===== config.mk =====
export PLATFORM = sky130hd
export DESIGN_NAME = hkvt_bucket_hash
export DESIGN_NICKNAME = d
export VERILOG_FILES = /design/src/rtl/hkvt_pkg.sv /design/src/rtl/hkvt_bucket_hash.sv
export SDC_FILE = /design/constraint.sdc
export NUM_CORES = 1
export LEC_CHECK = 0
export CORE_MARGIN = 1
export CORE_UTILIZATION = 46
export DETAILED_ROUTE_END_ITERATION = 7
export DONT_BUFFER_PORTS = 1
export GPL_TIMING_DRIVEN = 0
export PLACE_DENSITY = 0.66
export SLEW_MARGIN = 20
export SYNTH_ARGS = -nofsm -noshare
export SYNTH_HDL_FRONTEND = slang
export SYNTH_SLANG_ARGS = --single-unit
export TNS_END_PERCENT = 30

===== constraint.sdc =====
create_clock -name clk -period 0.8 [get_ports clk]
set_input_delay 0.12 -clock clk [delete_from_list [all_inputs] [get_ports clk]]
set_output_delay 0.12 -clock clk [all_outputs]
set_load 0.005 [all_outputs]

===== src/rtl/hkvt_pkg.sv =====
// Shared types and codes for the hashed key/value table.
`timescale 1ns / 1ps

package hkvt_pkg;

  // Fixed widths of the request and response fields
  localparam int FUNC_W      = 2;
  localparam int KEY_IN_W    = 32;
  localparam int VALUE_IN_W  = 32;
  localparam int STATUS_W    = 2;
  localparam int DATA_OUT_W  = 32;
  localparam int COUNT_OUT_W = 9;

  // Operation codes
  localparam logic [FUNC_W-1:0] FUNC_INSERT = 2'd0;
  localparam logic [FUNC_W-1:0] FUNC_REMOVE = 2'd1;
  localparam logic [FUNC_W-1:0] FUNC_GET    = 2'd2;

  // Status codes
  localparam logic [STATUS_W-1:0] ST_OK        = 2'd0;
  localparam logic [STATUS_W-1:0] ST_NOT_FOUND = 2'd1;
  localparam logic [STATUS_W-1:0] ST_BAD_ARG   = 2'd2;
  localparam logic [STATUS_W-1:0] ST_FULL      = 2'd3;

  // One request item
  typedef struct packed {
    logic [FUNC_W-1:0]     func;
    logic [KEY_IN_W-1:0]   key;
    logic [VALUE_IN_W-1:0] value;
  } req_t;

  // One response item
  typedef struct packed {
    logic [STATUS_W-1:0]    status;
    logic [DATA_OUT_W-1:0]  read_data;
    logic [COUNT_OUT_W-1:0] entry_count;
  } rsp_t;

  // Outcome of the way compare for one request
  typedef struct packed {
    logic                  wr_en;
    logic                  inc;
    logic                  dec;
    logic [STATUS_W-1:0]   status;
    logic [DATA_OUT_W-1:0] read_data;
  } verdict_t;

endpackage


===== src/rtl/hkvt_bucket_hash.sv =====
// Key modulo BUCKETS by reciprocal multiply: input and product registers.
`timescale 1ns / 1ps

module hkvt_bucket_hash #(
  parameter int BUCKETS = 64,
  parameter int KW      = 32,
  parameter int VW      = 32,
  localparam int BKT_W  = $clog2(BUCKETS)
) (
  input  logic                 clk,
  input  logic                 rst,
  input  logic                 adv,
  input  logic                 in_valid,
  input  hkvt_pkg::req_t       in_req,
  output logic                 out_valid,
  output hkvt_pkg::req_t       out_req,
  output logic [BKT_W-1:0]     bucket
);

  localparam int KIN = hkvt_pkg::KEY_IN_W;
  localparam int VIN = hkvt_pkg::VALUE_IN_W;
  localparam logic [KIN-1:0] KEY_MASK =
    (KW >= KIN) ? {KIN{1'b1}} : ((KIN'(1) << KW) - KIN'(1));
  localparam logic [VIN-1:0] VALUE_MASK =
    (VW >= VIN) ? {VIN{1'b1}} : ((VIN'(1) << VW) - VIN'(1));
  // ceil(2^(32+BKT_W) / BUCKETS): exact quotient for every 32-bit key
  localparam int SHIFT = KIN + BKT_W;
  localparam logic [63:0] NUM = 64'd1 << SHIFT;
  localparam logic [KIN:0] RECIP = (KIN + 1)'((NUM + 64'(BUCKETS) - 64'd1) / 64'(BUCKETS));
  localparam logic [BKT_W-1:0] B_LO = BKT_W'(BUCKETS);
  localparam int PROD_W = 2 * KIN + 1;

  hkvt_pkg::req_t     s1_req;
  hkvt_pkg::req_t     s2_req;
  hkvt_pkg::req_t     masked;
  logic               s1_valid;
  logic               s2_valid;
  logic [PROD_W-1:0]  s2_prod;
  logic [KIN-1:0]     quot;

  // Fold the key and value down to their stored widths
  always_comb begin
    masked       = in_req;
    masked.key   = in_req.key & KEY_MASK;
    masked.value = in_req.value & VALUE_MASK;
  end

  // Stage valids
  always_ff @(posedge clk) begin
    if (rst) begin
      s1_valid <= 1'b0;
      s2_valid <= 1'b0;
    end else if (adv) begin
      s1_valid <= in_valid;
      s2_valid <= s1_valid;
    end
  end

  // Input register, then the reciprocal product
  always_ff @(posedge clk) begin
    if (adv) begin
      s1_req  <= masked;
      s2_req  <= s1_req;
      s2_prod <= s1_req.key * RECIP;
    end
  end

  // Remainder: only the low bucket bits of key - q*BUCKETS matter
  always_comb begin
    quot   = KIN'(s2_prod >> SHIFT);
    bucket = s2_req.key[BKT_W-1:0] - BKT_W'(quot[BKT_W-1:0] * B_LO);
  end

  assign out_valid = s2_valid;
  assign out_req   = s2_req;

endmodule


==> metrics.md <==
| Metric | Value |
|---|---|
| IO Count | `143` |
| Die W | `about 96 um` |
| Post-Synthesis Cell Area | `4080 um^2` |
| Worst setup SP type | `flip-flop` |
| DRC | `0` |
| Vias in the first global route | `1720` |
| Initial antenna violation count | `0` |
| Worst path arrival time | `between 1000 and 1500 ps` |
| Share of cells above drive strength 1 | `13.5%` |
| Critical path's largest stage delay | `about 440 ps` |
| RSZ-0062 raised after global routing | `yes` |
| Port bufs | `0` |
| Final hold vios | `134` |
| Filler Cells Inserted | `540` |
| Synth top area cells | `edfxtp_1 97%, buf_4 1.1%, dfxtp_1 0.98%, mux2i_1 0.49%, nor2_1 0.18%` |
| CTS tree | `done` |
| Final Wtd Congestion | `between 0.7 and 0.8` |
| Routed wire per std cell | `18.1 um` |
| Worst-Margin Slew | `267 ps` |
| YS warnings | `0` |
| Yosys top cell area share | `97.2%` |
| Postcts setup bufs | `0` |
| Die area | `9240 um^2` |
| Clock Tree Root | `clkbuf_8` |
| Slew Limit Fails | `0` |
| First-pass detailed-route iteration total | `4` |
| Min-delay src | `adv` |
| Max-cap violations | `0` |
| Worst r2r dst | `out_valid` |
| Global-route wire length before repair | `8.93 mm` |
| Antenna Diode Count | `0` |
| Final setup margin | `-402 ps` |
| Slowest cell on crit path | `edfxtp_1` |
| Tot GR Track Use | `around 14%` |
| Yosys cell types | `5` |
| Sink Count | `134` |
| Clock Latency Late Sink | `490 ps` |
| Rel. slew slack | `82.2%` |
| Starting density of the core | `48.6%` |
| Clock slew at reported path FFs | `60 ps` |
| Largest vdd supply drop | `a little over 0.002 V` |
| Total gr overflow | `0` |
| PwrDens | `2960 nW/um^2` |
| Core Box Area | `roughly 8400 um^2` |
| Register area share after synthesis | `98.2%` |
| Hold Buf Count CTS | `68` |
| Synth area leader | `edfxtp_1` |
| Synth Area per Inst | `between 20 and 30 um^2` |
| Layout Nets | `301` |
| Status | `complete, but fails checks` |
| Row cnt | `33` |
| Num CTS Buffers | `17` |
| Pin count of the biggest net entering global routing | `135` |
| Setup Crit Path Kind | `flip-flop to output pin` |
| Reg-to-Reg Start | `s1_valid` |
| Fin crit share | `150%` |
| Routed WL | `approximately 6.3 mm` |
| Fmax achieved | `0.832 GHz` |
| Violated checks | `hold timing, setup timing` |
| Multi-input logic area | `27.5 um^2` |
| Sequential cell area | `roughly 4000 um^2` |
| Top delay family on crit path | `flip-flops` |
| Worst Hold End | `out_req[29]` |
| Critical-path cell list | `buf_6` |
| P&R area growth vs syn | `34.6%` |
| R2R Setup Slk | `120 ps` |
| Vias | `1673` |
| Final Skew | `5.78 ps` |
| Synthesized Nets | `214` |
| Min-delay worst type | `primary input to flip-flop` |
| Worst R2R Path Depth | `2` |
| Crit end category | `output pin` |
| Total leakage power | `1.91 nW` |
| Critical path required time | `approximately 700 ps` |
| Worst-path maximum fanout | `2` |
| Pre-CTS setup slack | `120 ps` |
| Initial DRC count | `97` |
| Antenna Nets Post-Route | `0` |
| Post-layout min period | `1200 ps` |
| Worst Path Buf+Inv | `1` |
| H-tree depth | `4` |
| Synthesis-stage register bit count | `134` |
| Hold Slack | `-260 ps` |
| # setup viols final | `73` |
| CTS Buffer Depth | `2` |
| Hold depth | `0` |
| Die Ht | `96.1 um` |
| Cells after Synth | `144` |
| Routed vias/inst | `4.79` |
-- per-stage QoR --
stage	std cells	cell area, um^2	power (mW)	TNS (ps)	util, %
2_1_floorplan	144	4080	8.63	0	-
6_report	349	5490	16.3	-16300	65.5
3_3_place_gp	249	4210	8.70	0	50.2
5_1_grt	349	5490	16.8	-20010	65.5
3_5_place_dp	249	4210	8.72	0	50.2
4_1_cts	349	5470	16.4	-18550	65.2
-- cell usage after synthesis, drive strengths merged --
master and count:
buf 6, dfxtp 2, edfxtp 132, mux2i 2, nor2 2
-- worst max path at each step --
stage	from	end	depth (start not counted)
after floorplan	out_req[32]	out_req[32]	1
after global placement	out_req[35]	out_req[35]	1
after detailed placement	out_req[35]	out_req[35]	1
after CTS	out_req[35]	out_req[35]	1
after global routing	out_req[36]	out_req[36]	1
final	out_req[37]	out_req[37]	1
-- sequential cells by signal, summed over array words and instances (netlist names) --
register,count
s1_valid,1
out_req,66
out_valid,1
s1_req,66
-- logic make-up (layout without fill, tap and decap cells) --
group                  count (synthesis)  in the layout  synth area share [%]
flip-flops                           134            134                  98.2
multiplexers                           2              2                 0.491
AND/OR/NAND/NOR                        2              2                 0.184
buffers and inverters                  6            106                  1.10
-- placed cells by master (no fill, tap or decap), drive strengths merged --
cell	Yosys	final
inv	0	2
clkinvlp	0	3
mux2i	2	2
clkbuf	0	18
nor2	2	2
bufinv	0	3
edfxtp	132	132
clkinv	0	6
dlygate4sd3	0	68
buf	6	6
dfxtp	2	2
-- report_power, final --
| group | switching, mW | total [mW] | leakage [nW] | internal, mW |
|---|---|---|---|---|
| logic | 0.0659 | 0.325 | 0.335 | 0.259 |
| clock network | 2.68 | 7.39 | 0.269 | 4.71 |
| registers | 0.220 | 8.54 | 1.31 | 8.32 |
| total | 2.97 | 16.3 | 1.91 | 13.3 |
-- repair_timing --
| action | CTS | global route |
|---|---|---|
| endpoints found under the setup margin | 73 | 73 |
| resized for setup | 2 | 5 |
| hold endpoints to repair | 200 | 134 |
-- layer usage --
| layer | track usage [%] | up-vias | wire [um] |
|---|---|---|---|
| met4 | 7.21 | 0 | 106 |
| met3 | 7.27 | 13 | 588 |
| met1 | 14.8 | 806 | 2380 |
| met5 | 0 | - | 0 |
| met2 | 23.8 | 102 | 3250 |
| li1 | - | 752 | - |
-- area by class of cell --
| class | instances | area share, % |
|---|---|---|
| Multi-Input combinational cell | 4 | 0.502 |
| Clock buffer | 18 | 7.62 |
| Sequential cell | 134 | 73.0 |
| Tap cell | 105 | 2.39 |
| Buffer | 6 | 1.23 |
| Timing Repair Buffer | 68 | 12.4 |
| Clock inverter | 14 | 2.87 |
Power figures use the tool's default switching activity.
