**config.mk**
```make
export PLATFORM = sky130hd
export DESIGN_NAME = hkvt_way_select
export DESIGN_NICKNAME = d
export VERILOG_FILES = /design/src/rtl/hkvt_pkg.sv /design/src/rtl/hkvt_way_select.sv
export SDC_FILE = /design/constraint.sdc
export NUM_CORES = 1
export LEC_CHECK = 0
export BUFFER_PORTS_ARGS = -buffer_cell sky130_fd_sc_hd__buf_2
export CORE_AREA = 4 4 242 244
export DETAILED_ROUTE_END_ITERATION = 7
export DIE_AREA = 0 0 246 248
export PLACE_DENSITY = 0.44
export SYNTH_ARGS = -nofsm -noshare
export SYNTH_HDL_FRONTEND = slang
export SYNTH_SLANG_ARGS = --single-unit
```
**constraint.sdc**
```tcl
create_clock -name vclk -period 2.6
set_input_delay 0.13 -clock vclk [all_inputs]
set_output_delay 0.13 -clock vclk [all_outputs]
set_load 0.02 [all_outputs]
```
**src/rtl/hkvt_pkg.sv**
```systemverilog
// Shared types and codes for the hashed key/value table.
`timescale 1ns / 1ps

package hkvt_pkg;

  // Fixed widths of the request and response fields
  localparam int FUNC_W      = 2;
  localparam int KEY_IN_W    = 32;
  localparam int VALUE_IN_W  = 32;
  localparam int STATUS_W    = 2;
  localparam int DATA_OUT_W  = 32;
  localparam int COUNT_OUT_W = 9;

  // Operation codes
  localparam logic [FUNC_W-1:0] FUNC_INSERT = 2'd0;
  localparam logic [FUNC_W-1:0] FUNC_REMOVE = 2'd1;
  localparam logic [FUNC_W-1:0] FUNC_GET    = 2'd2;

  // Status codes
  localparam logic [STATUS_W-1:0] ST_OK        = 2'd0;
  localparam logic [STATUS_W-1:0] ST_NOT_FOUND = 2'd1;
  localparam logic [STATUS_W-1:0] ST_BAD_ARG   = 2'd2;
  localparam logic [STATUS_W-1:0] ST_FULL      = 2'd3;

  // One request item
  typedef struct packed {
    logic [FUNC_W-1:0]     func;
    logic [KEY_IN_W-1:0]   key;
    logic [VALUE_IN_W-1:0] value;
  } req_t;

  // One response item
  typedef struct packed {
    logic [STATUS_W-1:0]    status;
    logic [DATA_OUT_W-1:0]  read_data;
    logic [COUNT_OUT_W-1:0] entry_count;
  } rsp_t;

  // Outcome of the way compare for one request
  typedef struct packed {
    logic                  wr_en;
    logic                  inc;
    logic                  dec;
    logic [STATUS_W-1:0]   status;
    logic [DATA_OUT_W-1:0] read_data;
  } verdict_t;

endpackage

```
**src/rtl/hkvt_way_select.sv**
```systemverilog
// Compares all ways of a bucket and decides the row update and response.
`timescale 1ns / 1ps

module hkvt_way_select #(
  parameter int WAYS = 4,
  parameter int KW   = 32,
  parameter int VW   = 32
) (
  input  hkvt_pkg::req_t                req,
  input  logic [WAYS-1:0][KW-1:0]       keys,
  input  logic [WAYS-1:0][VW-1:0]       vals,
  input  logic [WAYS-1:0]               vrow,
  output logic [WAYS-1:0][KW-1:0]       new_keys,
  output logic [WAYS-1:0][VW-1:0]       new_vals,
  output logic [WAYS-1:0]               new_vrow,
  output hkvt_pkg::verdict_t            verdict
);

  localparam int WIX = (WAYS > 1) ? $clog2(WAYS) : 1;

  logic [WAYS-1:0] match;
  logic [WIX-1:0]  hit_idx;
  logic [WIX-1:0]  free_idx;
  logic            hit;
  logic            has_free;
  logic            bad;

  // Per-way compare; scanning high to low leaves the lowest index
  always_comb begin
    hit_idx  = '0;
    free_idx = '0;
    for (int w = WAYS - 1; w >= 0; w--) begin
      match[w] = vrow[w] && (keys[w] == req.key[KW-1:0]);
      if (match[w]) begin
        hit_idx = WIX'(w);
      end
      if (!vrow[w]) begin
        free_idx = WIX'(w);
      end
    end
    hit      = |match;
    has_free = ~&vrow;
  end

  // Decision
  always_comb begin
    bad = ((req.func != hkvt_pkg::FUNC_INSERT) && (req.func != hkvt_pkg::FUNC_REMOVE)
           && (req.func != hkvt_pkg::FUNC_GET))
          || (req.key == '0)
          || ((req.func == hkvt_pkg::FUNC_INSERT) && (req.value == '0));
    new_keys          = keys;
    new_vals          = vals;
    new_vrow          = vrow;
    verdict.wr_en     = 1'b0;
    verdict.inc       = 1'b0;
    verdict.dec       = 1'b0;
    verdict.status    = hkvt_pkg::ST_OK;
    verdict.read_data = '0;
    if (bad) begin
      verdict.status = hkvt_pkg::ST_BAD_ARG;
    end else if (req.func == hkvt_pkg::FUNC_INSERT) begin
      if (hit) begin
        new_vals[hit_idx] = req.value[VW-1:0];
        verdict.wr_en     = 1'b1;
      end else if (!has_free) begin
        verdict.status = hkvt_pkg::ST_FULL;
      end else begin
        new_keys[free_idx] = req.key[KW-1:0];
        new_vals[free_idx] = req.value[VW-1:0];
        new_vrow[free_idx] = 1'b1;
        verdict.wr_en      = 1'b1;
        verdict.inc        = 1'b1;
      end
    end else if (!hit) begin
      verdict.status = hkvt_pkg::ST_NOT_FOUND;
    end else if (req.func == hkvt_pkg::FUNC_REMOVE) begin
      new_vrow[hit_idx] = 1'b0;
      verdict.wr_en     = 1'b1;
      verdict.dec       = 1'b1;
    end else begin
      verdict.read_data = hkvt_pkg::DATA_OUT_W'(vals[hit_idx]);
    end
  end

endmodule

```
==> flow_metrics.env, run 1 <==
export IMPL_grt_overflow_total=0
export IMPL_seq_cells=0
export IMPL_hold_viol_final=0
export IMPL_num_rows=87
export IMPL_multiInputGateArea_mm2=0.00675
export IMPL_worst_ir_drop_vdd_mv=0.0971
export IMPL_failed_checks="negative setup slack"
export IMPL_dp_hpwl_um=46600
export IMPL_portBuffers=623
export IMPL_final_cell_mix="buf_2 (525), buf_4 (231), mux2_2 (135)"
export IMPL_cp_end_kind="primary output"
export IMPL_gp_congestion=0.960
export IMPL_arrival_ns=2.78
export IMPL_cap_viol_max_count=0
export IMPL_nFillCells=6192
export IMPL_rsz0062_at_grt="true"
export IMPL_startpoint_type="primary input"
export IMPL_cpMostUsedCell="buf_4"
export IMPL_clkPwrFrac_pct=0
export IMPL_path_cells="buf_4 > buf_4 > buf_6 > xnor2_4 > nand2_2 > nor4b_4 > buf_4 > and4_4 > buf_4 > nor4_4 > buf_12 > buf_4 > a222oi_1 > a21oi_1 > buf_2"
export IMPL_final_net_count=1920
export IMPL_max_stage_delay_ns=0.39
export IMPL_initialDrtViolationCount=677
export IMPL_initial_core_util_pct=11.2
export IMPL_drive_gt1_share_pct=74.7
export IMPL_avgRoutedWirePerCell_um=24.5
export IMPL_tightestPinTransition_ns=0.649
export IMPL_synth_cell_types=50
export IMPL_switchingPower_w=0.00132
export IMPL_final_clkbuf_count=0
export IMPL_fp_coreArea_mm2=0.0563
export IMPL_final_max_slew_viol_count=0
export IMPL_finalCritPeriodShare_pct=112
export IMPL_hp_class="primary input to primary output"
export IMPL_internal_power_w=0.00116
export IMPL_crit_type="primary input to primary output"
export IMPL_fmax_mhz=344
export IMPL_viasPerCell=4.42
export IMPL_grt_pass1_wl_um=75600
export IMPL_period_needed_ns=2.91
export IMPL_layout_commonest_cell="buf_2"
export IMPL_synth_warnings=0
export IMPL_grt_pass1_vias=10900
export IMPL_syn_area_mm2=0.00633
export IMPL_slew_headroom_pct=55.6
export IMPL_placedInstanceArea_mm2=0.0121
export IMPL_fin_area_mm2=0.0143
export IMPL_grt_max_degree=33
export IMPL_vias=10400
export IMPL_setup_ws_ns=-0.307
export IMPL_status="finished, violations left"
export IMPL_synth_avg_cell_area_um2=8.38
export IMPL_syn_inst=755
export IMPL_areaGrowthSynthToFinish_pct=125
export IMPL_power_frac_seq_pct=0
export IMPL_power_density_mw_per_mm2=174
export IMPL_crit_required_ns=2.47
export IMPL_drc=0
export IMPL_die_area_mm2=0.0610
export IMPL_yosysSeqAreaShare_pct=0
export IMPL_grt_use_total_pct=16.7
export IMPL_finalPower_w=0.00248
export IMPL_antenna_found_initial=6
export IMPL_regArea_um2=0
export IMPL_drtPass1Iterations=5
export IMPL_dieHeight_um=248
export IMPL_io_pins=623
export IMPL_crit_fanout=20
export IMPL_synth_nets=1081
export IMPL_slowest_stage="a222oi_1"
export IMPL_power_frac_comb_pct=100.0
export IMPL_antenna_left=0
export IMPL_die_width_um=246
export IMPL_power_leakage_nw=6.62
export IMPL_finalSetupViolCount=289
export IMPL_totalWireLength_um=57600
export IMPL_swShare_pct=53.1
## metal layers
metal | global-route usage, % | wire (um) | part of all wire, % | vias to the layer above
met5 | 0 | 8 | 0.014 | -
met4 | 5.47 | 2200 | 3.8 | 2
met3 | 2.61 | 4350 | 7.5 | 101
met2 | 31.8 | 29500 | 51 | 679
met1 | 19.1 | 21500 | 37 | 5042
li1 | - | - | - | 4581
## synth_stat cells, types with 2 or more instances
cell type / n / area share [%]
a31oi_1: 2 / 0.20
and4_1: 4 / 0.55
nor4b_1: 3 / 0.42
or4_1: 4 / 0.47
clkbuf_1: 7 / 0.42
nand2b_1: 10 / 0.99
nand4b_1: 3 / 0.42
nand4_1: 38 / 3.8
o31ai_1: 2 / 0.24
nand2_1: 48 / 2.8
nor2_1: 18 / 1.1
xor2_1: 47 / 6.5
a222oi_1: 32 / 5.1
mux2_2: 162 / 29
buf_4: 15 / 1.8
or3_1: 3 / 0.30
nor2b_1: 2 / 0.20
mux2_1: 94 / 17
a31o_2: 2 / 0.28
inv_1: 6 / 0.36
nor4_1: 42 / 4.2
and3_1: 3 / 0.30
buf_6: 9 / 1.6
a21oi_1: 34 / 2.7
nor3_1: 10 / 0.79
buf_2: 45 / 3.6
o21ai_0: 3 / 0.24
nand3_1: 9 / 0.71
xnor2_1: 77 / 11
## stage by stage
stage          worst slack (ns)  setup TNS, ns  util, %  hold WS (ns)  instances
6_report                 -0.307         -43.60     25.3         0.592       2352
5_1_grt                  -0.424         -74.58     25.3         0.600       2351
4_1_cts                  -0.331         -56.79     23.6         0.597       2333
3_5_place_dp              -1.24        -317.94     21.5         0.602       2303
3_3_place_gp              -1.14        -291.30     21.5         0.600       2303
2_1_floorplan            0.0890              0        -         0.433        755
## repair_timing
item	4_1_cts	5_1_grt
setup endpoints to repair	297	296
gates resized for setup	182	220
hold buffers	0	0
gates cloned	7	5
buffers inserted	24	17
hold endpoints to repair	0	0
pin swaps	20	42
## kinds of logic (layout without fill, tap and decap cells)
group           Yosys count  after routing  synth area share (%)
buf+inv                  82            919                  7.71
simple gates            208            208                  19.0
xor+xnor                124            124                  17.2
other cells               0              4                     0
compound gates           85             85                  10.5
mux                     256            256                  45.6
## area by class of cell
cell class | instances | area share [%]
Inverter | 6 | 0.158
Multi-Input combinational cell | 673 | 47.3
Timing Repair Buffer | 913 | 45.8
Antenna cell | 4 | 0.0702
Tap cell | 756 | 6.63
## final timing paths
path                  depth (start not counted)      from           end
worst max-delay path                         15   req[55]   verdict[23]
worst min-delay path                          3  vals[16]  new_vals[16]
## power groups by stage
stage	clock network (W)	logic, W	registers (W)
3_3_place_gp	0	0.00212	0
3_5_place_dp	0	0.00212	0
5_1_grt	0.000000000154	0.00261	0
6_report	0.000000000160	0.00248	0
2_1_floorplan	0	0.000992	0
4_1_cts	0	0.00231	0
## critical path: cells and delay by family
kind	cells	cell delay, ns
compound gates	2	0.51
xor+xnor	1	0.16
buf+inv	8	1.25
simple gates	4	0.68
(Power assumes the default switching activity.)
==> inputs of run 2 (changes only) <==
BUFFER_PORTS_ARGS = unset   (was -buffer_cell sky130_fd_sc_hd__buf_2)
DONT_BUFFER_PORTS = 1   (was unset)
PLACE_DENSITY = 0.35   (was 0.44)
==> flow_metrics.env, run 2 (synthesized netlist as in run 1, its figures left out) <==
export IMPL_use_met2_pct=25.5
export IMPL_viasPerCell=4.63
export IMPL_antenna_left=0
export IMPL_multiInputGateArea_mm2=0.00629
export IMPL_drc=0
export IMPL_die_width_um=246
export IMPL_dp_cells=1549
export IMPL_crit_type="primary input to primary output"
export IMPL_startpoint_type="primary input"
export IMPL_vias=7235
export IMPL_grt_use_total_pct=14.1
export IMPL_areaGrowthSynthToFinish_pct=35.7
export IMPL_hold_viol_final=0
export IMPL_cap_viol_max_count=0
export IMPL_portBuffers=0
export IMPL_initialDrtViolationCount=524
export IMPL_busiest_layer="met2"
export IMPL_totalWireLength_um=49300
export IMPL_finalCritPeriodShare_pct=101
export IMPL_io_pins=623
export IMPL_layout_commonest_cell="mux2_2"
export IMPL_hp_class="primary input to primary output"
export IMPL_ctsHoldBuffers=0
export IMPL_grt_overflow_total=0
export IMPL_power_leakage_nw=2.81
export IMPL_final_net_count=1135
export IMPL_finalSetupViolCount=4
export IMPL_fin_area_mm2=0.00859
export IMPL_setup_ws_ns=-0.0376
export IMPL_gp_congestion=0.798
export IMPL_max_stage_delay_ns=0.55
export IMPL_slew_headroom_pct=38.2
export IMPL_final_clkbuf_count=0
export IMPL_drtPass1Iterations=6
export IMPL_crit_fanout=19
export IMPL_final_cell_mix="mux2_2 (134), buf_4 (97), mux2_1 (89)"
export IMPL_num_rows=87
export IMPL_grt_pass1_wl_um=61200
export IMPL_rsz0062_at_grt="true"
export IMPL_failed_checks="negative setup slack"
export IMPL_drive_gt1_share_pct=43.2
export IMPL_nFillCells=6442
export IMPL_crit_required_ns=2.47
export IMPL_path_buf_inv=4
export IMPL_cpMostUsedCell="buf_4"
export IMPL_grt_pass1_vias=7341
export IMPL_tightestPinTransition_ns=0.919
export IMPL_period_needed_ns=2.64
export IMPL_utilization_pct=15.3
export IMPL_status="finished, violations left"
export IMPL_cp_end_kind="primary output"
export IMPL_worst_ir_drop_vdd_mv=0.0573
export IMPL_fp_coreArea_mm2=0.0563
export IMPL_avgRoutedWirePerCell_um=31.5
export IMPL_regArea_um2=0
export IMPL_grt_max_degree=33
export IMPL_arrival_ns=2.51
export IMPL_seq_cells=0
export IMPL_placedInstanceArea_mm2=0.00798
export IMPL_fmax_mhz=379
export IMPL_antenna_found_initial=1
export IMPL_dp_hpwl_um=41500
export IMPL_power_density_mw_per_mm2=140
export IMPL_final_cells=1564
export IMPL_slowest_stage="or4_4"
export IMPL_use_met3_pct=2.79
export IMPL_final_max_slew_viol_count=0
export IMPL_dieHeight_um=248
export IMPL_crit_family="simple AND/OR/NAND/NOR gates"
export IMPL_initial_core_util_pct=11.2
export IMPL_die_area_mm2=0.0610
export IMPL_path_cells="xor2_1 > or4_4 > nor4_4 > and3_4 > buf_6 > nor4_2 > buf_12 > buf_4 > a222oi_1 > a21oi_1 > buf_4"
export IMPL_met1_usage_pct=16.4
-- run 2: repair_timing --
item	4_1_cts	5_1_grt
endpoints found under the setup margin	297	195
buffers inserted	3	8
gates resized for setup	39	50
pin swaps	16	32
gates cloned	1	2
-- run 2: area by class of cell --
cell class / count / area share, %
multi-input cells: 673 / 73.3
repair buffers: 128 / 15.4
well taps: 756 / 11.0
diodes: 1 / 0.0291
inverters: 6 / 0.262
-- run 2: layer usage --
metal / wire, um / up-vias / share of wire, %
li1: - / 2995 / -
met1: 18400 / 3552 / 37
met2: 24200 / 589 / 49
met3: 4170 / 99 / 8.5
met4: 2500 / 0 / 5.1
met5: 0 / - / 0
-- run 2: through the flow --
step           setup TNS (ns)  total power [W]  setup WS (ns)  hold WS [ns]
2_1_floorplan               0         0.000992         0.0890         0.433
3_3_place_gp          -128.29          0.00114         -0.604         0.455
6_report              -0.0843          0.00120        -0.0376         0.421
3_5_place_dp          -162.00          0.00114         -0.731         0.453
5_1_grt                 -3.06          0.00127         -0.158         0.423
4_1_cts                -0.122          0.00117        -0.0316         0.422
-- run 2: path summary, 6_finish.rpt --
check,from,end,slack (ns),cells past startpoint
min,req[7],new_vals[7],0.42,1
max,req[52],verdict[21],-0.04,11
-- run 2: where the power goes --
part	internal [W]	total (W)	switching [W]
registers	0	0	0
logic	0.000469	0.00120	0.000736
clock network	0.0000000000527	0.0000000000527	0
total	0.000469	0.00120	0.000736
